## config.mk

```make
export PLATFORM = sky130hd
export DESIGN_NAME = morse_key_timing_decoder_top
export DESIGN_NICKNAME = d
export VERILOG_FILES = /design/src/hw/rtl/mktd_pkg.sv /design/src/hw/rtl/morse_key_timing_decoder_top.sv
export SDC_FILE = /design/constraint.sdc
export NUM_CORES = 1
export LEC_CHECK = 0
export CORE_MARGIN = 4
export CORE_UTILIZATION = 31
export CTS_CLUSTER_SIZE = 24
export DETAILED_ROUTE_END_ITERATION = 7
export DONT_BUFFER_PORTS = 1
export GPL_TIMING_DRIVEN = 1
export PLACE_DENSITY = 0.5
export SYNTH_ARGS = -nofsm -noshare
export SYNTH_HDL_FRONTEND = slang
export SYNTH_SLANG_ARGS = --single-unit
```

## constraint.sdc

```tcl
create_clock -name i_clk -period 6.9 [get_ports i_clk]
set_clock_uncertainty 0.1 [all_clocks]
set_input_delay 0.345 -clock i_clk [delete_from_list [all_inputs] [get_ports i_clk]]
set_output_delay 0.345 -clock i_clk [all_outputs]
set_load 0.005 [all_outputs]
```

## src/hw/rtl/mktd_pkg.sv

```systemverilog
// Shared types, constants and the Morse letter table for the key timing decoder.
// No dependencies; used by morse_key_timing_decoder_top.
package mktd_pkg;

    localparam int MAX_SYMBOLS_DEF = 5;
    localparam int TIME_W          = 16;
    localparam int CODE_W          = 7;
    localparam int CFG_ADDR_W      = 2;
    localparam int TABLE_SYMS      = 5;    // longest pattern in the letter table

    // register indexes on the config port
    localparam logic [CFG_ADDR_W-1:0] CFG_SHORT_MIN  = 2'd0;
    localparam logic [CFG_ADDR_W-1:0] CFG_DOT_MAX    = 2'd1;
    localparam logic [CFG_ADDR_W-1:0] CFG_DASH_MAX   = 2'd2;
    localparam logic [CFG_ADDR_W-1:0] CFG_LETTER_GAP = 2'd3;

    localparam logic [TIME_W-1:0] SHORT_MIN_RST  = 16'd469;
    localparam logic [TIME_W-1:0] DOT_MAX_RST    = 16'd3125;
    localparam logic [TIME_W-1:0] DASH_MAX_RST   = 16'd6250;
    localparam logic [TIME_W-1:0] LETTER_GAP_RST = 16'd6250;

    typedef enum logic [1:0] {
        SYM_NONE = 2'd0,
        SYM_DOT  = 2'd1,
        SYM_DASH = 2'd2
    } t_sym;

    // count: number of symbols, bits: bit i set for a dash at position i
    function automatic logic [CODE_W-1:0] morse_lookup(input logic [2:0] count,
                                                       input logic [TABLE_SYMS-1:0] bits);
        logic [CODE_W-1:0] code;
        code = '0;
        case ({count, bits})
            {3'd2, 5'd2}:  code = 7'd65;  // A
            {3'd4, 5'd1}:  code = 7'd66;  // B
            {3'd4, 5'd5}:  code = 7'd67;  // C
            {3'd3, 5'd1}:  code = 7'd68;  // D
            {3'd1, 5'd0}:  code = 7'd69;  // E
            {3'd4, 5'd4}:  code = 7'd70;  // F
            {3'd3, 5'd3}:  code = 7'd71;  // G
            {3'd4, 5'd0}:  code = 7'd72;  // H
            {3'd2, 5'd0}:  code = 7'd73;  // I
            {3'd4, 5'd14}: code = 7'd74;  // J
            {3'd3, 5'd5}:  code = 7'd75;  // K
            {3'd4, 5'd2}:  code = 7'd76;  // L
            {3'd2, 5'd3}:  code = 7'd77;  // M
            {3'd2, 5'd1}:  code = 7'd78;  // N
            {3'd3, 5'd7}:  code = 7'd79;  // O
            {3'd4, 5'd6}:  code = 7'd80;  // P
            {3'd4, 5'd11}: code = 7'd81;  // Q
            {3'd3, 5'd2}:  code = 7'd82;  // R
            {3'd3, 5'd0}:  code = 7'd83;  // S
            {3'd1, 5'd1}:  code = 7'd84;  // T
            {3'd3, 5'd4}:  code = 7'd85;  // U
            {3'd4, 5'd8}:  code = 7'd86;  // V
            {3'd3, 5'd6}:  code = 7'd87;  // W
            {3'd4, 5'd9}:  code = 7'd88;  // X
            {3'd4, 5'd13}: code = 7'd89;  // Y
            {3'd4, 5'd3}:  code = 7'd90;  // Z
            {3'd5, 5'd30}: code = 7'd49;  // 1
            {3'd5, 5'd28}: code = 7'd50;  // 2
            {3'd5, 5'd24}: code = 7'd51;  // 3
            {3'd5, 5'd16}: code = 7'd52;  // 4
            {3'd5, 5'd0}:  code = 7'd53;  // 5
            {3'd5, 5'd1}:  code = 7'd54;  // 6
            {3'd5, 5'd3}:  code = 7'd55;  // 7
            {3'd5, 5'd7}:  code = 7'd56;  // 8
            {3'd5, 5'd15}: code = 7'd57;  // 9
            {3'd5, 5'd31}: code = 7'd48;  // 0
            default:       code = '0;
        endcase
        return code;
    endfunction

endpackage

```

## src/hw/rtl/morse_key_timing_decoder_top.sv

```systemverilog
// Morse key timing decoder: classifies press lengths into dots and dashes,
// closes letters on long gaps or timer overflow and looks up the character.
// Depends on mktd_pkg.
//
//  channel   dir  handshake                    payload
//  s_axis    in   s_axis_tvalid/s_axis_tready  tuser: kind, tdata: capture_time
//  m_axis    out  m_axis_tvalid/m_axis_tready  tlast: letter_end,
//                                              tdata: symbol_kind, char_valid, char_code
//  cfg       in   i_cfg_we                     i_cfg_addr, i_cfg_data
//
// One item per cycle while the output is not stalled: the span compare, symbol shift and
// table lookup run in the accepting cycle and the result is captured in the output register.
// Overflow ticks update state only and produce no result.
// s_axis_tready stays high while the output register is empty or being drained.
// Synchronous active-low reset returns the decoder state, output valid and the config registers to defaults.
module morse_key_timing_decoder_top #(
    parameter int MAX_SYMBOLS = mktd_pkg::MAX_SYMBOLS_DEF
) (
    input  logic                                i_clk,
    input  logic                                i_rst_n,
    input  logic                                i_cfg_we,
    input  logic [mktd_pkg::CFG_ADDR_W-1:0]     i_cfg_addr,
    input  logic [mktd_pkg::TIME_W-1:0]         i_cfg_data,
    input  logic                                s_axis_tvalid,
    output logic                                s_axis_tready,
    input  logic [15:0]                         s_axis_tdata,  // [15:0] capture_time
    input  logic                                s_axis_tuser,  // [0] kind
    output logic                                m_axis_tvalid,
    input  logic                                m_axis_tready,
    // [1:0] symbol_kind, [2] char_valid, [9:3] char_code, [15:10] zero
    output logic [15:0]                         m_axis_tdata,
    output logic                                m_axis_tlast   // letter_end
);

    localparam int SYM_W = MAX_SYMBOLS;
    localparam int CNT_W = $clog2(MAX_SYMBOLS + 1);
    localparam int EXT_W = (SYM_W > mktd_pkg::TABLE_SYMS) ? SYM_W : mktd_pkg::TABLE_SYMS;
    localparam int TW    = mktd_pkg::TIME_W;

    // config registers
    logic [TW-1:0] r_short_min, r_dot_max, r_dash_max, r_letter_gap;

    // decoder state
    logic             r_await_rel, n_await_rel;
    logic [TW-1:0]    r_last, n_last;
    logic             r_ovf, n_ovf;
    logic [SYM_W-1:0] r_bits, n_bits;
    logic [CNT_W-1:0] r_count, n_count;
    logic             r_overrun, n_overrun;

    // result register
    logic                        r_out_valid;
    mktd_pkg::t_sym              r_sym, n_sym;
    logic                        r_lend, n_lend;
    logic                        r_cval, n_cval;
    logic [mktd_pkg::CODE_W-1:0] r_code, n_code;

    logic                        accept;
    logic [TW-1:0]               span;
    logic [EXT_W-1:0]            bits_ext;
    logic [mktd_pkg::CODE_W-1:0] lookup_code;

    assign s_axis_tready = !r_out_valid || m_axis_tready;
    assign accept        = s_axis_tvalid && s_axis_tready;
    assign span          = s_axis_tdata - r_last + TW'(1);
    assign bits_ext      = EXT_W'(r_bits);

    always_comb begin
        if (r_overrun || (r_count == '0) || (r_count > CNT_W'(mktd_pkg::TABLE_SYMS))) begin
            lookup_code = '0;
        end else begin
            lookup_code = mktd_pkg::morse_lookup(3'(r_count),
                                                 bits_ext[mktd_pkg::TABLE_SYMS-1:0]);
        end
    end

    always_comb begin
        n_await_rel = r_await_rel;
        n_last      = r_last;
        n_ovf       = r_ovf;
        n_bits      = r_bits;
        n_count     = r_count;
        n_overrun   = r_overrun;
        n_sym       = mktd_pkg::SYM_NONE;
        n_lend      = 1'b0;
        n_cval      = 1'b0;
        n_code      = '0;
        if (s_axis_tuser) begin
            n_ovf = 1'b1;
        end else if (r_await_rel) begin
            if (!r_ovf) begin
                if (span >= r_short_min && span <= r_dot_max) begin
                    n_sym = mktd_pkg::SYM_DOT;
                end else if (span > r_dot_max && span <= r_dash_max) begin
                    n_sym = mktd_pkg::SYM_DASH;
                end
            end
            if (n_sym != mktd_pkg::SYM_NONE) begin
                if (r_count < CNT_W'(MAX_SYMBOLS)) begin
                    if (n_sym == mktd_pkg::SYM_DASH) begin
                        n_bits = r_bits | (SYM_W'(1) << r_count);
                    end
                    n_count = r_count + CNT_W'(1);
                end else begin
                    n_overrun = 1'b1;
                end
            end
            n_await_rel = 1'b0;
            n_last      = s_axis_tdata;
            n_ovf       = 1'b0;
        end else begin
            // press: long gap or overflow closes the letter
            if (r_ovf || span > r_letter_gap) begin
                n_lend    = 1'b1;
                n_code    = lookup_code;
                n_cval    = (lookup_code != '0);
                n_bits    = '0;
                n_count   = '0;
                n_overrun = 1'b0;
            end
            n_await_rel = 1'b1;
            n_last      = s_axis_tdata;
            n_ovf       = 1'b0;
        end
    end

    always_ff @(posedge i_clk) begin
        if (!i_rst_n) begin
            r_short_min  <= mktd_pkg::SHORT_MIN_RST;
            r_dot_max    <= mktd_pkg::DOT_MAX_RST;
            r_dash_max   <= mktd_pkg::DASH_MAX_RST;
            r_letter_gap <= mktd_pkg::LETTER_GAP_RST;
        end else if (i_cfg_we) begin
            case (i_cfg_addr)
                mktd_pkg::CFG_SHORT_MIN:  r_short_min  <= i_cfg_data;
                mktd_pkg::CFG_DOT_MAX:    r_dot_max    <= i_cfg_data;
                mktd_pkg::CFG_DASH_MAX:   r_dash_max   <= i_cfg_data;
                mktd_pkg::CFG_LETTER_GAP: r_letter_gap <= i_cfg_data;
                default: ;
            endcase
        end
    end

    always_ff @(posedge i_clk) begin
        if (!i_rst_n) begin
            r_await_rel <= 1'b0;
            r_last      <= '0;
            r_ovf       <= 1'b0;
            r_bits      <= '0;
            r_count     <= '0;
            r_overrun   <= 1'b0;
            r_out_valid <= 1'b0;
        end else begin
            if (accept) begin
                r_await_rel <= n_await_rel;
                r_last      <= n_last;
                r_ovf       <= n_ovf;
                r_bits      <= n_bits;
                r_count     <= n_count;
                r_overrun   <= n_overrun;
            end
            if (s_axis_tready) begin
                r_out_valid <= accept && !s_axis_tuser;
            end
        end
    end

    always_ff @(posedge i_clk) begin
        if (accept && !s_axis_tuser) begin
            r_sym  <= n_sym;
            r_lend <= n_lend;
            r_cval <= n_cval;
            r_code <= n_code;
        end
    end

    assign m_axis_tvalid = r_out_valid;
    assign m_axis_tlast  = r_lend;
    assign m_axis_tdata  = {6'd0, r_code, r_cval, r_sym};

    a_count_bound: assert property (@(posedge i_clk) disable iff (!i_rst_n)
        r_count <= CNT_W'(MAX_SYMBOLS))
        else $error("symbol count past limit");

    a_overrun_full: assert property (@(posedge i_clk) disable iff (!i_rst_n)
        r_overrun |-> (r_count == CNT_W'(MAX_SYMBOLS)))
        else $error("overrun with room left");

    a_press_sets_await: assert property (@(posedge i_clk) disable iff (!i_rst_n)
        (accept && !s_axis_tuser && !r_await_rel) |=> r_await_rel)
        else $error("press did not arm release");

    a_close_no_symbol: assert property (@(posedge i_clk) disable iff (!i_rst_n)
        (r_out_valid && r_lend) |-> (r_sym == mktd_pkg::SYM_NONE))
        else $error("letter end carries a symbol");

    a_code_needs_valid: assert property (@(posedge i_clk) disable iff (!i_rst_n)
        (r_out_valid && !r_cval) |-> (r_code == '0))
        else $error("char code without char valid");

endmodule
```

* Word level (Yosys, flattened, before mapping) *
Index checks and enable logic that the tools add are counted.

word-level totals
  output and inout port bits = 19
  register bits after elaboration = 103

cells by class
  bitwise logic cells = 4
  shift-type cells = 1
  reduce and logical (&&, ||, !) cells = 26
  equality and inequality tests = 44
  magnitude comparators = 7
  muxes and demuxes = 23
  add/subtract/negate cells = 3

operator list
  operator               count
  $pmux 7 s36            1
  $eq 8x8->1 const B     22
  $eq 8x7->1 const B     12
  $gt 16x16->1           2
  $le 16x16->1           2
  $mux 5                 5
  $add 16x1->16 const B  1
  $eq 8x6->1 const B     2
  $ge 16x16->1           1
  $sub 16x16->16         1
  $mux 3                 4
  $mux 2                 5
  $reduce_and 2->1       5
  $reduce_and 5->1       2
  $mux 1                 7
  $mux 7                 1
  $reduce_bool 7->1      1
  $eq 2x2->1 const B     3
  $ne 2x1->1 const B     3
  $reduce_and 6->1       1
  $or 5x5->5             1
  $shl 1x3->5 const A    1
  $logic_and 1x1->1      4
  $logic_or 1x1->1       4
  other kinds (12)       17

* Longest topological paths before layout *
  word-level depth = 14
  depth in mapped cells = 23
  depth with buffers taken out = 23

* Least setup slack after synthesis *
No wires, ideal clock.

  path kind = input to register
  start = input port s_axis_tdata[1]
  end = register r_code[0] (netlist bit) (data pin)
  required time = 6.660 ns
  arrival time = 4.508 ns
  stages = 23
  path slack = 2.152 ns
  library setup time = 0.140 ns
  path through = inv_1 > ha_1 > inv_1 > ha_1 > inv_1 > fa_1 > nor2b_1 > o21a_1 > o21ai_0 > a211oi_1 > o31ai_1 > o21bai_1 > a21oi_1 > xnor2_1 > ha_1 > nand4_1 > or4_1 > a21oi_1 > or3b_2 > a22oi_2 > or4_4 > a21oi_4 > a21boi_2

between the ends
  cells in the longest elaborated chain, start to end = 6

ends and longest elaborated chain
  item                              RTL line                             source
  from (decl)                       morse_key_timing_decoder_top.sv:26   input logic [15:0] s_axis_tdata,
  $sub 16x16->16                    morse_key_timing_decoder_top.sv:65   assign span = s_axis_tdata - r_last + TW'(1);
  $add 16x1->16                     morse_key_timing_decoder_top.sv:65
  $gt 16x16->1                      morse_key_timing_decoder_top.sv:113  if (r_ovf || span > r_letter_gap) begin
  $logic_or 1x1->1                  morse_key_timing_decoder_top.sv:113
  $not 1->1 (no source line)        n/a
  $reduce_or 3->1 (no source line)  n/a
  to (signal assigned)              morse_key_timing_decoder_top.sv:173  r_code <= n_code;
  to (decl)                         morse_key_timing_decoder_top.sv:56   logic [mktd_pkg::CODE_W-1:0] r_code, n_code;

No other way between the ends.
A chain may end at the register's enable or synchronous reset.

* Worst setup path in the final report *
  start = register r_last[1]
  end = register r_count[2]

between the ends
  cells in the longest elaborated chain, start to end = 12
  elaborated cells between the ends (all ways) = 19
  classes of those cells = add/sub (2); order compare (5); eq/ne (1); mux (5); reduce/logical (6)

ends and longest elaborated chain
  item                                          RTL line                             source
  from (decl)                                   morse_key_timing_decoder_top.sv:45   logic [TW-1:0] r_last, n_last;
  from (signal assigned)                        morse_key_timing_decoder_top.sv:156  r_last <= n_last;
  $sub 16x16->16 *                              morse_key_timing_decoder_top.sv:65
  $add 16x1->16 *                               morse_key_timing_decoder_top.sv:65
  $gt 16x16->1 or $le 16x16->1 (tied branches)  morse_key_timing_decoder_top.sv:94   end else if (span > r_dot_max && span <= r_dash_max) begin
  $logic_and 1x1->1                             morse_key_timing_decoder_top.sv:94
  $mux 2                                        morse_key_timing_decoder_top.sv:94
  $mux 2                                        morse_key_timing_decoder_top.sv:92   if (span >= r_short_min && span <= r_dot_max) begin
  $mux 2                                        morse_key_timing_decoder_top.sv:91   if (!r_ovf) begin
  $mux 2                                        morse_key_timing_decoder_top.sv:90   end else if (r_await_rel) begin
  $mux 2                                        morse_key_timing_decoder_top.sv:88   if (s_axis_tuser) begin
  $reduce_bool 2->1                             morse_key_timing_decoder_top.sv:98   if (n_sym != mktd_pkg::SYM_NONE) begin
  $ne 2x1->1 (no source line)                   n/a
  $reduce_and 5->1 (no source line) *           n/a
  to (signal assigned)                          morse_key_timing_decoder_top.sv:159  r_count <= n_count;
  to (decl)                                     morse_key_timing_decoder_top.sv:48   logic [CNT_W-1:0] r_count, n_count;

Every way passes the cells marked *; elsewhere a longest branch is shown, timed or not. The select of a mux whose other input is x is not followed.

==> run summary <==
path type of the worst min-delay path = input pin to flop
number of antenna cells inserted = 0
number of global-route vias before repair = 5510
Max IR drop VDD = 0.1099 mV
synth-to-layout area growth = 8.677%
sink count of the clock tree = 103
total count of hold-check failures in the final report = 0
fraction of layout cells with a size suffix above 1 = 3.958%
standard cell with the maximum stage delay on the critical path = sky130_fd_sc_hd__nor4_1
number of placed I/O pins = 59
Leak Pwr = 2.900 nW
DRC viols = 0
Total Neg Setup Slack = 0 ps
Cell Chain, Critical Path = ha_1 > inv_1 > ha_1 > inv_1 > fa_1 > nor2b_1 > o21a_1 > o21ai_0 > a211oi_1 > o31ai_1 > o21bai_1 > a21oi_1 > xnor2_1 > ha_1 > nand4_1 > nor4_1 > a21boi_0 > o31a_1 > o221ai_1 > a21oi_1 > mux2_2 > o41ai_1
worst-case clock buffer depth = 2
post-synthesis async set-or-reset flop share = 0%
gpl congestion = 0.8290
element type at the critical path start = flop
Worst Setup End Kind = flop
Slew headroom = 26.36%
Yosys cell types = 62
top area cells in the synthesized netlist = sky130_fd_sc_hd__dfxtp_1 27%, sky130_fd_sc_hd__ha_1 18%, sky130_fd_sc_hd__nand2_1 9.6%
maximum capacitance violations = 0
placed cell count = 1110
worst-path maximum fanout = 5
post-layout minimum cycle time = 5210 ps
number of synthesized flops with an enable pin = 11
category of the most critical setup path = flop to flop
# port buffers = 0
DRT antenna net count = 0
Cell Area, Synth = 6792 um2
number of DRC markers in iteration 0 = 296
delay of the slowest critical-path stage = 410 ps
height of the chip = 156.0 um
hpwl dp = 13460 um
insertion delay of the later-clocked pin in the worst-skew pair = 360 ps
Arrival @ worst endpoint = 5370 ps
Row Count = 53
total vias in the final route = 5727
overall routing resource usage = 15.39%
average wire length per cell after detail routing = 16.37 um
Pre-Repair DR Iteration Count = 5
Peak Freq = 0.1919 GHz
number of buffers added by the clock tree synthesis step = 9
number of standard cells in the layout, taps in and fillers out = 1134
Final Cycle Share = 75.50%
pin count of the biggest net entering global routing = 64
Floorplan Core Area = 21290 um2
number of H-tree levels = 3
floorplan die width = 156.0 um
antenna violations before repair = 0
via/cell ratio = 5.050
total die area = 24340 um2
global route overflow = 0
Primary FF master, synth = sky130_fd_sc_hd__dfxtp_1
wire length of the first global-routing pass = 29810 um
cell mode on critical path = sky130_fd_sc_hd__ha_1
initial standard-cell utilization of the core = 31.91%
family of cells with the greatest summed delay on the critical path = compound AO/OA/AOI/OAI gates
number of instances in the synthesized netlist = 870
final count of negative-setup-slack endpoints = 0
Buf+Inv Stages, Crit Path = 2
TritonCTS clock tree = done
Pwr Density = 232.6 nW/um2
YS warnings = 0
cell type with the largest total area after synthesis = sky130_fd_sc_hd__dfxtp_1
transition time of the tightest slew-check pin = 1101 ps
share of synthesized area occupied by flip-flops and latches = 31.98%
register clock-pin slew on the reported worst setup and hold paths = 80 ps
total length of routed wires = 18560 um
number of synthesized register bits = 103
required time of the worst setup path = 7060 ps
unrepaired setup endpoints after global routing = no
synthesized area divided by synthesized cell count = 7.806 um2
clock tree root buffer cell = sky130_fd_sc_hd__clkbuf_16
post-CTS setup-driven buffer insertion count = 0
proportion of netlist area held by the largest area contributor = 27.12%
final max-slew violation count = 0
outcome = finished clean
# nets final = 993
==> layer usage <==
layer / vias up / track usage, % / part of all wire (%)
met5: - / 0 / 0
met4: 0 / 4.627 / 2.0
met3: 19 / 3.412 / 3.6
met2: 112 / 26.07 / 48
met1: 2642 / 19.58 / 46
li1: 2954 / - / -
==> cells by family (layout without fill, tap and decap cells) <==
group	count (synthesis)	in the layout	share of synthesized area [%]
compound gates	206	206	18.70
other cells	1	6	0.05522
flops	103	103	31.98
xor+xnor	18	18	2.321
mux	3	3	0.4790
fa+ha+maj	99	99	18.35
simple gates	301	301	20.04
buf+inv	139	123	8.069
==> report_power, final <==
part	total, mW	switching (mW)	internal, mW
combinational	0.530	0.322	0.207
clock	0.546	0.255	0.291
sequential	0.641	0.0132	0.628
==> path summary, 6_finish.rpt <==
kind | startpoint | to | slack, ps | cells past startpoint
max | r_last[1] | r_count[2] | 1690 | 22
min | s_axis_tdata[10] | r_last[10] | 10 | 2
max reg2reg | r_last[1] | r_count[2] | 1690 | 22
min reg2reg | r_dash_max[4] | r_dash_max[4] | 350 | 2
==> sequential cells by signal, indices dropped and copies added, names as in the netlist <==
signal,cells
r_ovf,1
r_letter_gap,16
r_dot_max,16
r_overrun,1
r_last,16
r_short_min,16
r_sym,2
bits_ext,5
m_axis_tlast,1
r_code,7
r_count,3
r_await_rel,1
r_cval,1
r_dash_max,16
m_axis_tvalid,1
==> through the flow <==
stage,utilization (%),power (mW),setup slack [ps],hold WS [ps],instance area (um2)
CTS,34.63,1.736,1680,0.02595,7371
global route,34.67,1.846,1105,0.9621,7381
floorplan,-,1.038,2152,336.3,6810
finish,34.67,1.717,1690,10.93,7381
detailed placement,32.89,1.179,1634,332.8,7000
global placement,32.89,1.174,1696,328.2,7000
==> what timing repair did <==
| item | 4_1_cts | 5_1_grt |
|---|---|---|
| resized for setup | 0 | 0 |
| endpoints found under the setup margin | 0 | 0 |
| hold buffers | 7 | 1 |
| endpoints found under the hold margin | 33 | 1 |
==> cell type report <==
| type | instances | area [um2] |
|---|---|---|
| Fill cell | 2233 | 13910 |
| Multi-Input combinational cell | 633 | 4101 |
| Sequential cell | 103 | 2172 |
| Inverter | 96 | 360.3 |
| Tap cell | 275 | 344.1 |
| Clock buffer | 11 | 236.5 |
| Timing Repair Buffer | 11 | 102.6 |
| Clock inverter | 5 | 63.81 |
==> cells in the mapped netlist, types with 2 or more instances <==
| master | count |
|---|---|
| sky130_fd_sc_hd__o221ai_1 | 2 |
| sky130_fd_sc_hd__clkbuf_1 | 31 |
| sky130_fd_sc_hd__xnor2_1 | 15 |
| sky130_fd_sc_hd__nand2b_1 | 5 |
| sky130_fd_sc_hd__o41ai_1 | 2 |
| sky130_fd_sc_hd__nor2b_1 | 8 |
| sky130_fd_sc_hd__and2_1 | 2 |
| sky130_fd_sc_hd__nor3b_1 | 3 |
| sky130_fd_sc_hd__mux2_2 | 2 |
| sky130_fd_sc_hd__nand4_1 | 11 |
| sky130_fd_sc_hd__nand2_1 | 174 |
| sky130_fd_sc_hd__nor4_1 | 6 |
| sky130_fd_sc_hd__xor2_1 | 3 |
| sky130_fd_sc_hd__o21ai_0 | 25 |
| sky130_fd_sc_hd__ha_1 | 98 |
| sky130_fd_sc_hd__a21o_1 | 4 |
| sky130_fd_sc_hd__inv_1 | 95 |
| sky130_fd_sc_hd__or3_1 | 4 |
| sky130_fd_sc_hd__buf_4 | 7 |
| sky130_fd_sc_hd__a211oi_1 | 5 |
| sky130_fd_sc_hd__nor4b_2 | 2 |
| sky130_fd_sc_hd__a22o_1 | 4 |
| sky130_fd_sc_hd__dfxtp_1 | 92 |
| sky130_fd_sc_hd__a31oi_1 | 4 |
| sky130_fd_sc_hd__and3_1 | 6 |
| sky130_fd_sc_hd__o31ai_1 | 3 |
| sky130_fd_sc_hd__or2_2 | 4 |
| sky130_fd_sc_hd__o22ai_1 | 3 |
| sky130_fd_sc_hd__a22oi_1 | 3 |
| sky130_fd_sc_hd__or3b_2 | 2 |
| sky130_fd_sc_hd__a32oi_1 | 3 |
| sky130_fd_sc_hd__and4_1 | 2 |
| sky130_fd_sc_hd__edfxtp_1 | 11 |
| sky130_fd_sc_hd__buf_1 | 5 |
| sky130_fd_sc_hd__a221oi_1 | 2 |
| sky130_fd_sc_hd__o21a_1 | 3 |
| sky130_fd_sc_hd__o21bai_1 | 2 |
| sky130_fd_sc_hd__a21oi_1 | 102 |
| sky130_fd_sc_hd__o31a_1 | 2 |
| sky130_fd_sc_hd__nor3_1 | 15 |
| sky130_fd_sc_hd__nor2_1 | 35 |
| sky130_fd_sc_hd__nand3_1 | 18 |
| sky130_fd_sc_hd__o211ai_1 | 26 |
==> cell usage in the layout, fill, tap and decap left out, drive strengths merged, types with 5 or more instances in the layout <==
cell	count
dfxtp	92
o211ai	26
nand3	18
nor3	15
a21oi	103
clkbuf	11
nor2b	8
conb	6
nand2	174
o21ai	25
inv	99
ha	98
nand4	11
nor2	35
xnor2	15
and3	6
a211oi	5
nor4	6
dlygate4sd3	8
nand2b	5
edfxtp	11
(Power assumes the default switching activity.)
